<file path="src/ljfs_div.sv">
module ljfs_div #(
  parameter int DIVIDEND_W = 24,
  parameter int DIVISOR_W  = 5
) (
  input  logic                  clk,
  input  logic                  rst,
  input  logic                  start,
  input  logic [DIVIDEND_W-1:0] dividend,
  input  logic [DIVISOR_W-1:0]  divisor,
  output logic                  busy,
  output logic [DIVIDEND_W-1:0] quotient
);

  localparam int STEP_W = $clog2(DIVIDEND_W + 1);

  logic [STEP_W-1:0]     step;
  logic [DIVIDEND_W-1:0] quo;
  logic [DIVISOR_W-1:0]  rem_r;
  logic [DIVISOR_W-1:0]  dsr;
  logic [DIVISOR_W:0]    shifted;
  logic [DIVISOR_W:0]    diff;
  logic                  fits;

  // One restoring step per cycle, quotient bits enter from the right.
  assign shifted  = {rem_r, quo[DIVIDEND_W-1]};
  assign fits     = shifted >= {1'b0, dsr};
  assign diff     = shifted - {1'b0, dsr};
  assign quotient = quo;

  always_ff @(posedge clk) begin
    if (rst) begin
      busy <= 1'b0;
      step <= '0;
    end else if (start) begin
      busy <= 1'b1;
      step <= STEP_W'(DIVIDEND_W);
    end else if (busy) begin
      step <= step - 1'b1;
      if (step == STEP_W'(1)) begin
        busy <= 1'b0;
      end
    end
  end

  always_ff @(posedge clk) begin
    if (start) begin
      quo   <= dividend;
      rem_r <= '0;
      dsr   <= divisor;
    end else if (busy) begin
      quo   <= {quo[DIVIDEND_W-2:0], fits};
      rem_r <= fits ? diff[DIVISOR_W-1:0] : shifted[DIVISOR_W-1:0];
    end
  end

endmodule

</file>
<file path="config.mk">
export PLATFORM = sky130hd
export DESIGN_NAME = ljfs_div
export DESIGN_NICKNAME = d
export VERILOG_FILES = /design/src/ljfs_div.sv
export SDC_FILE = /design/constraint.sdc
export NUM_CORES = 1
export LEC_CHECK = 0
export ABC_AREA = 0
export BUFFER_PORTS_ARGS = -buffer_cell sky130_fd_sc_hd__buf_2
export CAP_MARGIN = 20
export CORE_MARGIN = 2
export CORE_UTILIZATION = 35
export DETAILED_ROUTE_END_ITERATION = 16
export MAX_ROUTING_LAYER = met4
export PLACE_DENSITY = 0.61
export SYNTH_ARGS = -nofsm -noshare
export SYNTH_HDL_FRONTEND = slang
export SYNTH_SLANG_ARGS = --single-unit
</file>
<file path="constraint.sdc">
create_clock -name clk -period 2.57 [get_ports clk]
set_input_delay 0.257 -clock clk [delete_from_list [all_inputs] [get_ports clk]]
set_output_delay 0.257 -clock clk [all_outputs]
set_load 0.05 [all_outputs]
</file>
==> results.json <==
{
  "route.detailed.drc": 0,
  "cts_setup_buffers": 0,
  "synth-xor-area-share_pct": 2.749,
  "cp-start-kind": "register",
  "ys_warn_count": 0,
  "h-tree-depth": 2,
  "synth-simple-area-share_pct": 7.199,
  "grt_pass1_vias": 1376,
  "wire_per_inst_um": 13.18,
  "cts_buffers": 5,
  "r2r-start": "quotient[23]",
  "synth-edff-count": 29,
  "synthTopCellsByArea": "edfxtp_1, mux2_1, dfxtp_1, ha_1, xnor2_1",
  "rrSetupSlack_ns": 0.41,
  "period_share_pct": 83.95,
  "clk_latency_ns": 0.29,
  "setup_tns_ns": 0,
  "fp.dieH_um": 77.91,
  "criticalPathCategory": "register to register",
  "finalMaxSlewViolations": 0,
  "fmax_mhz": 463.5,
  "syn2layout_area_growth_pct": 24.93,
  "clock-sinks": 40,
  "viasPerCell": 4.856,
  "use_met1_pct": 17.25,
  "grt_use_met3_pct": 4.070,
  "grt_pass1_wl_um": 6244,
  "layout_setup_ws_ns": 0.4124,
  "final_common_cell": "buf_2",
  "power_density_nw_per_um2": 727.6,
  "dp_cells": 262,
  "nNetsFinal": 239,
  "syn_area_um2": 1912,
  "muxShareOfSynthArea_pct": 14.14,
  "io_buffers": 56,
  "finalCriticalPeriod_ns": 2.158,
  "ir_drop_mv": 0.4237,
  "grt_util_met2_pct": 20.00,
  "hp-class": "input port to register",
  "dp_slack_ns": 0.4010,
  "required_ns": 2.62,
  "drv_cap": 0,
  "power_leakage_nw": 1.006,
  "antenna-diode-count": 0,
  "ys_types": 36,
  "yosysSeqAreaShare_pct": 57.07,
  "cts.repair.resized": 0,
  "core_um2": 5205,
  "final_cell_mix": "buf_2, edfxtp_1, mux2_1",
  "syn_nets": 179,
  "hold_buffers": 0,
  "hold_start": "divisor[4]",
  "synth-async-reset-ratio_pct": 0,
  "final_cells": 270,
  "cp-end-kind": "register",
  "synth_area_leader_cell": "edfxtp_1",
  "dp_hpwl_um": 2576,
  "fin_skew_ns": 0.008543,
  "ys_ff_latch": 40,
  "grt_usage_pct": 13.19,
  "final-hold-violation-count": 0,
  "synth_top_family_by_area": "multiplexers",
  "num_vias": 1311,
  "power_w": 0.001738,
  "antenna_left": 0,
  "rsz0062_at_grt": "false",
  "overflow": 0,
  "start_util_pct": 36.73,
  "ys.flop_type": "edfxtp_1",
  "synth_top_cell_area_share_pct": 45.55,
  "crit_start": "quotient[23]",
  "grt_max_degree": 23,
  "wl_um": 3558,
  "relSlewSlack_pct": 68.44,
  "chipWidth_um": 77.91,
  "rows": 26,
  "antenna_found_initial": 0,
  "synthAdderAreaFrac_pct": 5.628,
  "synthCells": 139,
  "synth_area_per_cell_um2": 13.75,
  "drt-pass1-iter-count": 4,
  "cts_buffer_depth": 2,
  "setup_viol": 0,
  "gp_congestion": 0.8201,
  "worst_pin_slew_ns": 0.4728,
  "crit_fanout": 7,
  "top_usage_layer": "met2",
  "drt-initial-drc-count": 120,
  "die-area_um2": 6069,
  "status": "complete, no violations",
  "pin_count": 57,
  "path_clk_slew_ns": 0.08,
  "synth_compound_area_share_pct": 9.686,
  "root_buffer": "clkbuf_8",
  "cts_tree": "built",
  "crit_arrival_ns": 2.21,
  "drive_gt1_share_pct": 38.00
}
[report_power, final]
group          internal, W  switching, W  total, W
clock network     0.000279      0.000226  0.000504
logic             0.000141      0.000283  0.000424
registers         0.000769     0.0000408  0.000809
total              0.00119      0.000550   0.00174
[per-stage QoR]
| step | area [µm²] | hold WS (ns) | utilization, % |
|---|---|---|---|
| global route | 2389 | 0.1226 | 45.89 |
| detailed placement | 2272 | 0.4358 | 43.65 |
| floorplan | 1912 | 0.3261 | - |
| finish | 2389 | 0.1363 | 45.89 |
| CTS | 2389 | 0.1240 | 45.89 |
| global placement | 2272 | 0.4347 | 43.65 |
[synthesized netlist by cell type (2+ instances only)]
cell type / number
and3_1: 3
mux2_1: 23
nor3_1: 3
clkbuf_1: 2
dfxtp_1: 11
edfxtp_1: 29
a211o_1: 2
buf_2: 3
o311ai_2: 2
ha_1: 7
a21oi_1: 5
nand2_1: 5
inv_1: 11
xnor2_1: 5
nor2_1: 4
o41ai_1: 2
nand3_1: 3
[layer usage]
metal  part of all wire, %  up-vias  wire (µm)
li1                      -      642          -
met1                    48      618       1719
met2                    44       44       1562
met3                   6.5        7        233
met4                   1.2        0         42
met5                     0        -          0
[state kept, by name, indices dropped and copies added (netlist names)]
register  cells
dsr           5
rem_r         5
busy          1
step          5
quotient     24
[final cells by class]
class | instances | area, µm²
multi-input cells | 82 | 753.2
clock buffers | 7 | 107.6
inverters | 12 | 45.04
repair buffers | 58 | 295.3
flip-flops and latches | 40 | 1091
clock inverters | 1 | 8.758
well taps | 70 | 87.58
fillers | 507 | 2816
[critical path, stage by stage (launching register included)]
cell	delay [ns]
edfxtp_1	0.39
inv_1	0.11
ha_1	0.16
inv_1	0.05
fa_1	0.41
a211o_1	0.31
o211ai_4	0.13
nand2_2	0.09
mux2_2	0.27
[logic make-up (layout without fill, tap and decap cells)]
group | Yosys count | count (layout)
buf+inv | 17 | 78
xor+xnor | 6 | 6
compound gates | 19 | 19
fa+ha+maj | 8 | 8
simple gates | 25 | 25
mux | 24 | 24
flops | 40 | 40
[path summary, 6_finish.rpt]
kind                      end  cells after the start
setup / recovery  quotient[0]                      8
hold / removal         dsr[4]                      1
setup reg to reg  quotient[0]                      8
hold reg to reg       step[1]                      2
No activity file was read; power rests on OpenSTA's default activity.
