<file path="src/ljfs_pkg.sv">
package ljfs_pkg;

  typedef logic [15:0] id_field_t;
  typedef logic [15:0] burst_field_t;
  typedef logic [19:0] time_field_t;
  typedef logic [23:0] total_field_t;

  typedef struct packed {
    id_field_t    job_id;
    burst_field_t burst;
    logic         last_job;
  } job_t;

  typedef struct packed {
    id_field_t    out_id;
    burst_field_t out_burst;
    time_field_t  wait_res;
    time_field_t  turnaround;
    logic         is_last;
    total_field_t total_wait;
    total_field_t total_turnaround;
    time_field_t  avg_wait;
    time_field_t  avg_turnaround;
    logic         overflow;
  } result_t;

  // Command broadcast to every cell of the sorted chain.
  typedef struct packed {
    logic insert;
    logic shift;
  } cell_ctrl_t;

endpackage

</file>
<file path="src/ljfs_cell.sv">
module ljfs_cell #(
  parameter int ID_BITS    = 16,
  parameter int BURST_BITS = 16
) (
  input  logic                   clk,
  input  logic                   rst,
  input  ljfs_pkg::cell_ctrl_t   ctrl,
  input  logic [ID_BITS-1:0]     new_id,
  input  logic [BURST_BITS-1:0]  new_burst,
  input  logic                   prev_valid,
  input  logic [ID_BITS-1:0]     prev_id,
  input  logic [BURST_BITS-1:0]  prev_burst,
  input  logic                   prev_before,
  input  logic                   next_valid,
  input  logic [ID_BITS-1:0]     next_id,
  input  logic [BURST_BITS-1:0]  next_burst,
  output logic                   valid,
  output logic [ID_BITS-1:0]     id,
  output logic [BURST_BITS-1:0]  burst,
  output logic                   ahead
);

  // The held job is scheduled ahead of the incoming one: longer burst, or
  // equal burst and smaller id.
  assign ahead = valid && ((burst > new_burst) || ((burst == new_burst) && (id < new_id)));

  always_ff @(posedge clk) begin
    if (rst) begin
      valid <= 1'b0;
    end else if (ctrl.shift) begin
      valid <= next_valid;
    end else if (ctrl.insert && !ahead) begin
      valid <= prev_before ? 1'b1 : prev_valid;
    end
  end

  always_ff @(posedge clk) begin
    if (ctrl.shift) begin
      id    <= next_id;
      burst <= next_burst;
    end else if (ctrl.insert && !ahead) begin
      if (prev_before) begin
        id    <= new_id;
        burst <= new_burst;
      end else begin
        id    <= prev_id;
        burst <= prev_burst;
      end
    end
  end

endmodule

</file>
<file path="config.mk">
export PLATFORM = sky130hd
export DESIGN_NAME = ljfs_cell
export DESIGN_NICKNAME = d
export VERILOG_FILES = /design/src/ljfs_pkg.sv /design/src/ljfs_cell.sv
export SDC_FILE = /design/constraint.sdc
export NUM_CORES = 1
export LEC_CHECK = 0
export ABC_AREA = 1
export BUFFER_PORTS_ARGS = -buffer_cell sky130_fd_sc_hd__buf_2
export CORE_MARGIN = 2
export CORE_UTILIZATION = 45
export CTS_CLUSTER_SIZE = 10
export DETAILED_ROUTE_END_ITERATION = 6
export PLACE_DENSITY = 0.83
export SETUP_SLACK_MARGIN = 0.3
export SKIP_LAST_GASP = 1
export SLEW_MARGIN = 10
export SYNTH_ARGS = -nofsm -noshare
export SYNTH_HDL_FRONTEND = slang
export SYNTH_SLANG_ARGS = --single-unit
</file>
<file path="constraint.sdc">
create_clock -name clk -period 2.4 [get_ports clk]
set_input_delay 0.36 -clock clk [delete_from_list [all_inputs] [get_ports clk]]
set_output_delay 0.36 -clock clk [all_outputs]
set_load 0.02 [all_outputs]
</file>
==> flow_metrics.py, run 1 <==
metrics = {
    "timing": {
        "drv_slew": 0,
        "timing.final.crit_share_pct": 95.0,
        "fmax_mhz": 438,
        "fin_crit_ns": 2.28,
        "finalHoldViolCount": 0,
        "slew_headroom_pct": 52.7,
        "setup_tns_ns": 0,
        "worst_pin_slew_ns": 0.709,
        "setup_viol": 0,
        "rsz0062_at_grt": "yes",
        "finClkSkew_ns": 0.00816,
    },
    "yosys": {
        "yosysTopAreaCell": "edfxtp_1",
        "netlist_area_um2": 2530,
        "syn_nets": 469,
        "syn_avg_cell_area_um2": 7.56,
        "synth_cell_types": 21,
        "yosysSeqAreaShare_pct": 38.7,
        "synth-seq-cells": 33,
        "yosysWarningCount": 0,
        "synth_cells": 335,
        "synth_top_cell_area_share_pct": 37.9,
        "synthTopCellsByArea": "edfxtp_1 38%, ha_1 15%, a21oi_1 15%, nand2_1 11%, inv_1 6.5%",
    },
    "finish": {
        "nets": 601,
        "final_area_um2": 3490,
        "syn_to_final_growth_pct": 37.9,
        "final_util_pct": 63.8,
        "diodes": 0,
        "finalNonFillerCells": 539,
        "layout-drive-gt1-share_pct": 36.0,
    },
    "worst_hold_path": {
        "hold_start": "rst",
        "hp-class": "in -> reg",
        "hold_depth": 4,
        "min_to": "valid",
    },
    "clock_tree": {
        "cts_buffer_depth": 2,
        "htreeDepth": 2,
        "numClockSinks": 33,
        "cts_root_buf": "clkbuf_8",
        "cts.clk_slew.worst_paths_ns": 0.07,
        "worstSkewPairLatency_ns": 0.28,
        "cts_tree": "built",
        "cts_buffers": 5,
    },
    "power": {
        "p_leak_nw": 1.83,
        "ir_drop_mv": 0.300,
        "p_per_area_nw_per_um2": 496,
        "totalPowerFinal_w": 0.00173,
    },
    "floorplanning": {
        "die_h_um": 79.0,
        "num_io_pins": 137,
        "core_area_um2": 5470,
        "die_area_um2": 6240,
        "initial_core_util_pct": 46.3,
        "num_rows": 27,
        "die_width_um": 79.0,
    },
    "setup_path": {
        "crit_path_max_fanout": 3,
        "setup.worst_path.class": "reg -> out",
        "crit_start": "burst[13]",
        "timing.rr.start": "burst[13]",
        "end_kind": "output pin",
        "worst_setup_path_start_kind": "register",
        "crit_path_max_incr_delay_ns": 0.44,
        "cp.buffers_inverters": 2,
        "r2r-end": "id[2]",
        "cp_top_family": "simple AND/OR/NAND/NOR gates",
        "r2r_setup_slack_ns": 0.21,
        "cp.depth": 10,
        "worst_r2r_path_depth": 10,
        "worstPathArrival_ns": 1.92,
        "path_cells": "ha_4, nand2_4, nor2_4, nand2_2, nor3_2, nor2_1, a21oi_1, nand2_1, inv_2, buf_6",
        "slowest_stage": "edfxtp_1",
        "cp.required_ns": 2.04,
    },
    "global_route": {
        "grt_pass1_vias": 2463,
        "antenna_found_initial": 0,
        "grt_max_degree": 37,
        "grt_pass1_wl_mm": 10.5,
        "grt-ovfl-total": 0,
        "gr-usage-all-layers_pct": 21.4,
    },
    "route": {
        "post-route-drc-count": 0,
        "viasPerCell": 4.93,
        "wl_mm": 7.09,
        "first_pass_iters": 4,
        "vias": 2659,
        "drtIter0Drc": 77,
        "postRouteAntennaNets": 0,
        "wl_per_cell_um": 13.2,
    },
    "job": {
        "maxCapViolations": 0,
    },
    "placement": {
        "place_congestion": 0.779,
        "dpl.cell_count": 529,
        "io_buffers": 136,
        "place_area_um2": 3260,
        "place_hpwl_mm": 4.99,
    },
    "run_status": {
        "status": "complete, no violations",
    },
}
## layout by cell type (no fill, tap or decap), drive strengths merged, types with 2 or more instances in the layout
master,synthesis,final
a21o,2,2
a21oi,76,76
buf,0,138
clkbuf,14,6
edfxtp,32,32
ha,31,31
inv,47,47
nand2,79,80
nor2,45,45
nor3,3,3
## state kept, by name, indices dropped and copies added (netlist names)
register	count
burst	16
id	16
valid	1
## worst max path at each step
| stage | to | slack (ns) |
|---|---|---|
| final | ahead | 0.12 |
| after global routing | ahead | -0.02 |
| after CTS | ahead | 0.17 |
| after detailed placement | burst[11] | 0.15 |
| after global placement | burst[10] | 0.20 |
| after floorplan | burst[0] | 0.37 |
## area by class of cell
cell class / count / area (um2)
tap: 72 / 90.1
sequential: 33 / 981
timing repair buffer: 138 / 702
fill: 491 / 1980
clock inverter: 1 / 3.75
multi-input combinational: 242 / 1470
inverter: 47 / 179
clock buffer: 6 / 72.6
## stage by stage
stage | hold WS [ns] | worst slack (ns)
4_1_cts | 0.316 | 0.173
2_1_floorplan | 0.519 | 0.373
5_1_grt | 0.320 | -0.0161
3_3_place_gp | 0.588 | 0.197
6_report | 0.322 | 0.119
3_5_place_dp | 0.596 | 0.145
## routing by layer
| metal | vias to the layer above | GRT usage, % | wire length, um |
|---|---|---|---|
| met4 | 0 | 5.69 | 84 |
| met2 | 89 | 39.5 | 3700 |
| li1 | 1365 | - | - |
| met3 | 8 | 4.66 | 381 |
| met5 | - | 0 | 0 |
| met1 | 1197 | 25.0 | 2920 |
## synth_stat cells
| master | n |
|---|---|
| nor2_4 | 1 |
| nor3_2 | 1 |
| o21ai_0 | 1 |
| inv_2 | 2 |
| nand2_1 | 76 |
| nor3_1 | 2 |
| nand2_2 | 3 |
| o21bai_1 | 1 |
| a21oi_1 | 75 |
| a21oi_2 | 1 |
| dfxtp_1 | 1 |
| nand3b_1 | 1 |
| o22ai_1 | 1 |
| inv_1 | 44 |
| nand4_1 | 1 |
| a21o_1 | 2 |
| clkbuf_1 | 14 |
| edfxtp_1 | 32 |
| nor2_1 | 44 |
| inv_4 | 1 |
| ha_1 | 31 |
## logic make-up after synthesis
logic type / synth area share [%]
AND/OR/NAND/NOR: 20.3
AO/OA/AOI/OAI: 16.5
buffers and inverters: 9.14
flip-flops: 38.7
adder cells (fa/ha/maj): 15.3
## power breakdown
part           switching, W  leakage (nW)  internal (W)
logic              0.000351          1.46      0.000249
clock network      0.000195        0.0387      0.000195
registers         0.0000359         0.328      0.000706
total              0.000582          1.83       0.00115
## worst min-delay path, stage by stage
cell     delay [ns]
buf_2          0.08
inv_1          0.03
nand2_1        0.06
a21oi_2        0.03
## repair_timing
item | in CTS | in global routing
setup endpoints to repair | 33 | 34
gates resized for setup | 8 | 13
hold buffers | 0 | 0
hold endpoints to repair | 0 | 0
pin swaps | 2 | 15
gates cloned | 0 | 1
buffers inserted | 1 | 1
No activity file was read; power rests on OpenSTA's default activity.
==> inputs of run 2 (changes only) <==
--- a/config.mk
+++ b/config.mk
@@ -7,11 +7,13 @@
 export LEC_CHECK = 0
 export ABC_AREA = 1
 export BUFFER_PORTS_ARGS = -buffer_cell sky130_fd_sc_hd__buf_2
+export CELL_PAD_IN_SITES_DETAIL_PLACEMENT = 1
+export CELL_PAD_IN_SITES_GLOBAL_PLACEMENT = 1
 export CORE_MARGIN = 2
-export CORE_UTILIZATION = 45
+export CORE_UTILIZATION = 31
 export CTS_CLUSTER_SIZE = 10
 export DETAILED_ROUTE_END_ITERATION = 6
-export PLACE_DENSITY = 0.83
+export PLACE_DENSITY = 0.84
 export SETUP_SLACK_MARGIN = 0.3
 export SKIP_LAST_GASP = 1
 export SLEW_MARGIN = 10
==> flow_metrics.py, run 2 (same netlist as run 1, synthesis figures left out) <==
metrics = {
    "route": {
        "met2_length_mm": 4.23,
        "wl_mm": 8.45,
        "post-route-drc-count": 0,
        "drtIter0Drc": 59,
        "viasPerCell": 4.76,
        "first_pass_iters": 5,
        "wl_per_cell_um": 14.7,
        "postRouteAntennaNets": 0,
        "wl_met3_um": 512,
        "vias": 2739,
        "wl_met1_mm": 3.61,
        "dr.max_layer_used": "met4",
    },
    "placement": {
        "io_buffers": 136,
        "place_congestion": 0.746,
        "dpl.cell_count": 560,
        "place_hpwl_mm": 6.40,
        "place_area_um2": 3300,
        "dp_slack_ns": 0.105,
    },
    "run_status": {
        "status": "complete, no violations",
    },
    "setup_path": {
        "slowest_stage": "edfxtp_1",
        "r2r_setup_slack_ns": 0.18,
        "crit_path_max_fanout": 3,
        "setup.worst_path.class": "reg -> out",
        "timing.rr.start": "burst[15]",
        "cp_top_family": "simple AND/OR/NAND/NOR gates",
        "end_kind": "output pin",
        "worst_r2r_path_depth": 10,
        "cp.buffers_inverters": 2,
        "worst_setup_path_start_kind": "register",
        "r2r-end": "id[14]",
        "path_cells": "ha_1, nand2_1, nor2_2, nand2_2, nor3_2, nor2_1, a21oi_1, nand2_1, inv_1, buf_4",
        "worstPathArrival_ns": 1.91,
        "crit_path_max_incr_delay_ns": 0.39,
        "cp.required_ns": 2.04,
        "path_common_cell": "nand2_1",
    },
    "worst_hold_path": {
        "hp-class": "in -> reg",
        "hold_depth": 4,
        "hold_start": "rst",
        "min_to": "valid",
    },
    "floorplanning": {
        "initial_core_util_pct": 32.4,
        "die_h_um": 94.4,
        "die_area_um2": 8910,
        "num_rows": 32,
        "die_width_um": 94.4,
        "num_io_pins": 137,
        "core_area_um2": 7810,
    },
    "clock_tree": {
        "ctsHoldBuffers": 0,
        "cts_tree": "built",
        "cts_buffer_depth": 2,
        "cts_buffers": 5,
        "cts_root_buf": "clkbuf_8",
        "worstSkewPairLatency_ns": 0.29,
        "cts.clk_slew.worst_paths_ns": 0.08,
        "numClockSinks": 33,
        "htreeDepth": 2,
    },
    "timing": {
        "setup_tns_ns": 0,
        "fin_crit_ns": 2.27,
        "finalWorstSetupSlack_ns": 0.133,
        "worst_pin_slew_ns": 0.713,
        "rsz0062_at_grt": "yes",
        "slew_headroom_pct": 52.5,
        "finalHoldViolCount": 0,
        "setup_viol": 0,
        "fmax_mhz": 441,
        "drv_slew": 0,
        "finClkSkew_ns": 0.0105,
        "timing.final.crit_share_pct": 94.5,
    },
    "power": {
        "intPower_w": 0.00115,
        "seqPwrFrac_pct": 42.3,
        "p_leak_nw": 1.84,
        "p_sw_w": 0.000600,
        "power_frac_clock_pct": 24.2,
        "sw_frac_of_total_pct": 34.4,
        "pwr-share-comb_pct": 33.6,
        "ir_drop_mv": 0.187,
        "p_per_area_nw_per_um2": 503,
    },
    "finish": {
        "layout-drive-gt1-share_pct": 34.2,
        "syn_to_final_growth_pct": 36.9,
        "final_common_cell": "buf_2",
        "finalNonFillerCells": 575,
        "final_area_um2": 3470,
        "diodes": 0,
        "final_cell_mix": "135 x buf_2, 75 x nand2_1, 75 x a21oi_1",
        "largestRegisters": "burst: 16 flops, id: 16 flops, valid: 1 flops",
        "nets": 606,
        "final_util_pct": 44.4,
    },
    "global_route": {
        "grt_max_degree": 39,
        "grt-ovfl-total": 0,
        "gr-usage-all-layers_pct": 19.6,
        "grt_pass1_wl_mm": 13.6,
        "antenna_found_initial": 0,
        "grt_pass1_vias": 2894,
    },
    "job": {
        "maxCapViolations": 0,
    },
}
## run 2: cell types whose count changed in the layout (fill, tap and decap cells not counted), sizes merged
cell    previous run  this run
buf              138       142
clkinv             1         0
clkbuf             6         8
nand2             80        81
## run 2: cell type report
class	instances	area [um2]
Fill cell	1038	4340
Tap cell	102	128
Inverter	47	179
Timing Repair Buffer	142	728
Multi-Input combinational cell	243	1370
Clock buffer	8	80.1
Sequential cell	33	981
## run 2: worst reg2reg max path, cell delays in order, from the launching register on
cell	delay, ns
edfxtp_1	0.39
ha_1	0.31
nand2_1	0.09
nor2_2	0.16
nand2_2	0.10
nor3_2	0.10
nor2_1	0.05
a21oi_1	0.13
nand2_1	0.09
nand2_1	0.27
nand2_2	0.23
## run 2: timing repair
action,in CTS,in global routing
cloned,2,0
setup buffers,4,1
setup endpoints to repair,34,34
pin swaps,6,2
gates resized for setup,6,0
## run 2: worst max-delay path by stage
stage | from | to | cells past startpoint
2_1_floorplan | burst[7] | burst[0] | 10
6_report | burst[15] | ahead | 10
5_1_grt | burst[3] | ahead | 12
3_5_place_dp | new_burst[15] | id[5] | 12
4_1_cts | burst[5] | ahead | 10
3_3_place_gp | new_burst[15] | id[5] | 12
## run 2: routing by layer
metal	global-route usage (%)	vias up
met3	4.47	10
met4	5.19	0
li1	-	1375
met1	23.2	1268
met2	35.8	86
met5	0	-
## run 2: power groups by stage
stage               clock network (W)  logic [W]  registers [W]
floorplan                           0   0.000261       0.000819
CTS                          0.000432   0.000591       0.000739
finish                       0.000422   0.000586       0.000738
detailed placement                  0   0.000562       0.000752
global route                 0.000451   0.000660       0.000746
global placement                    0   0.000537       0.000750
## run 2: stage by stage
step,hold slack [ns],total power [W]
after CTS,0.300,0.00176
after floorplan,0.519,0.00108
after detailed placement,0.614,0.00131
final,0.304,0.00175
after global placement,0.613,0.00129
after global routing,0.329,0.00186
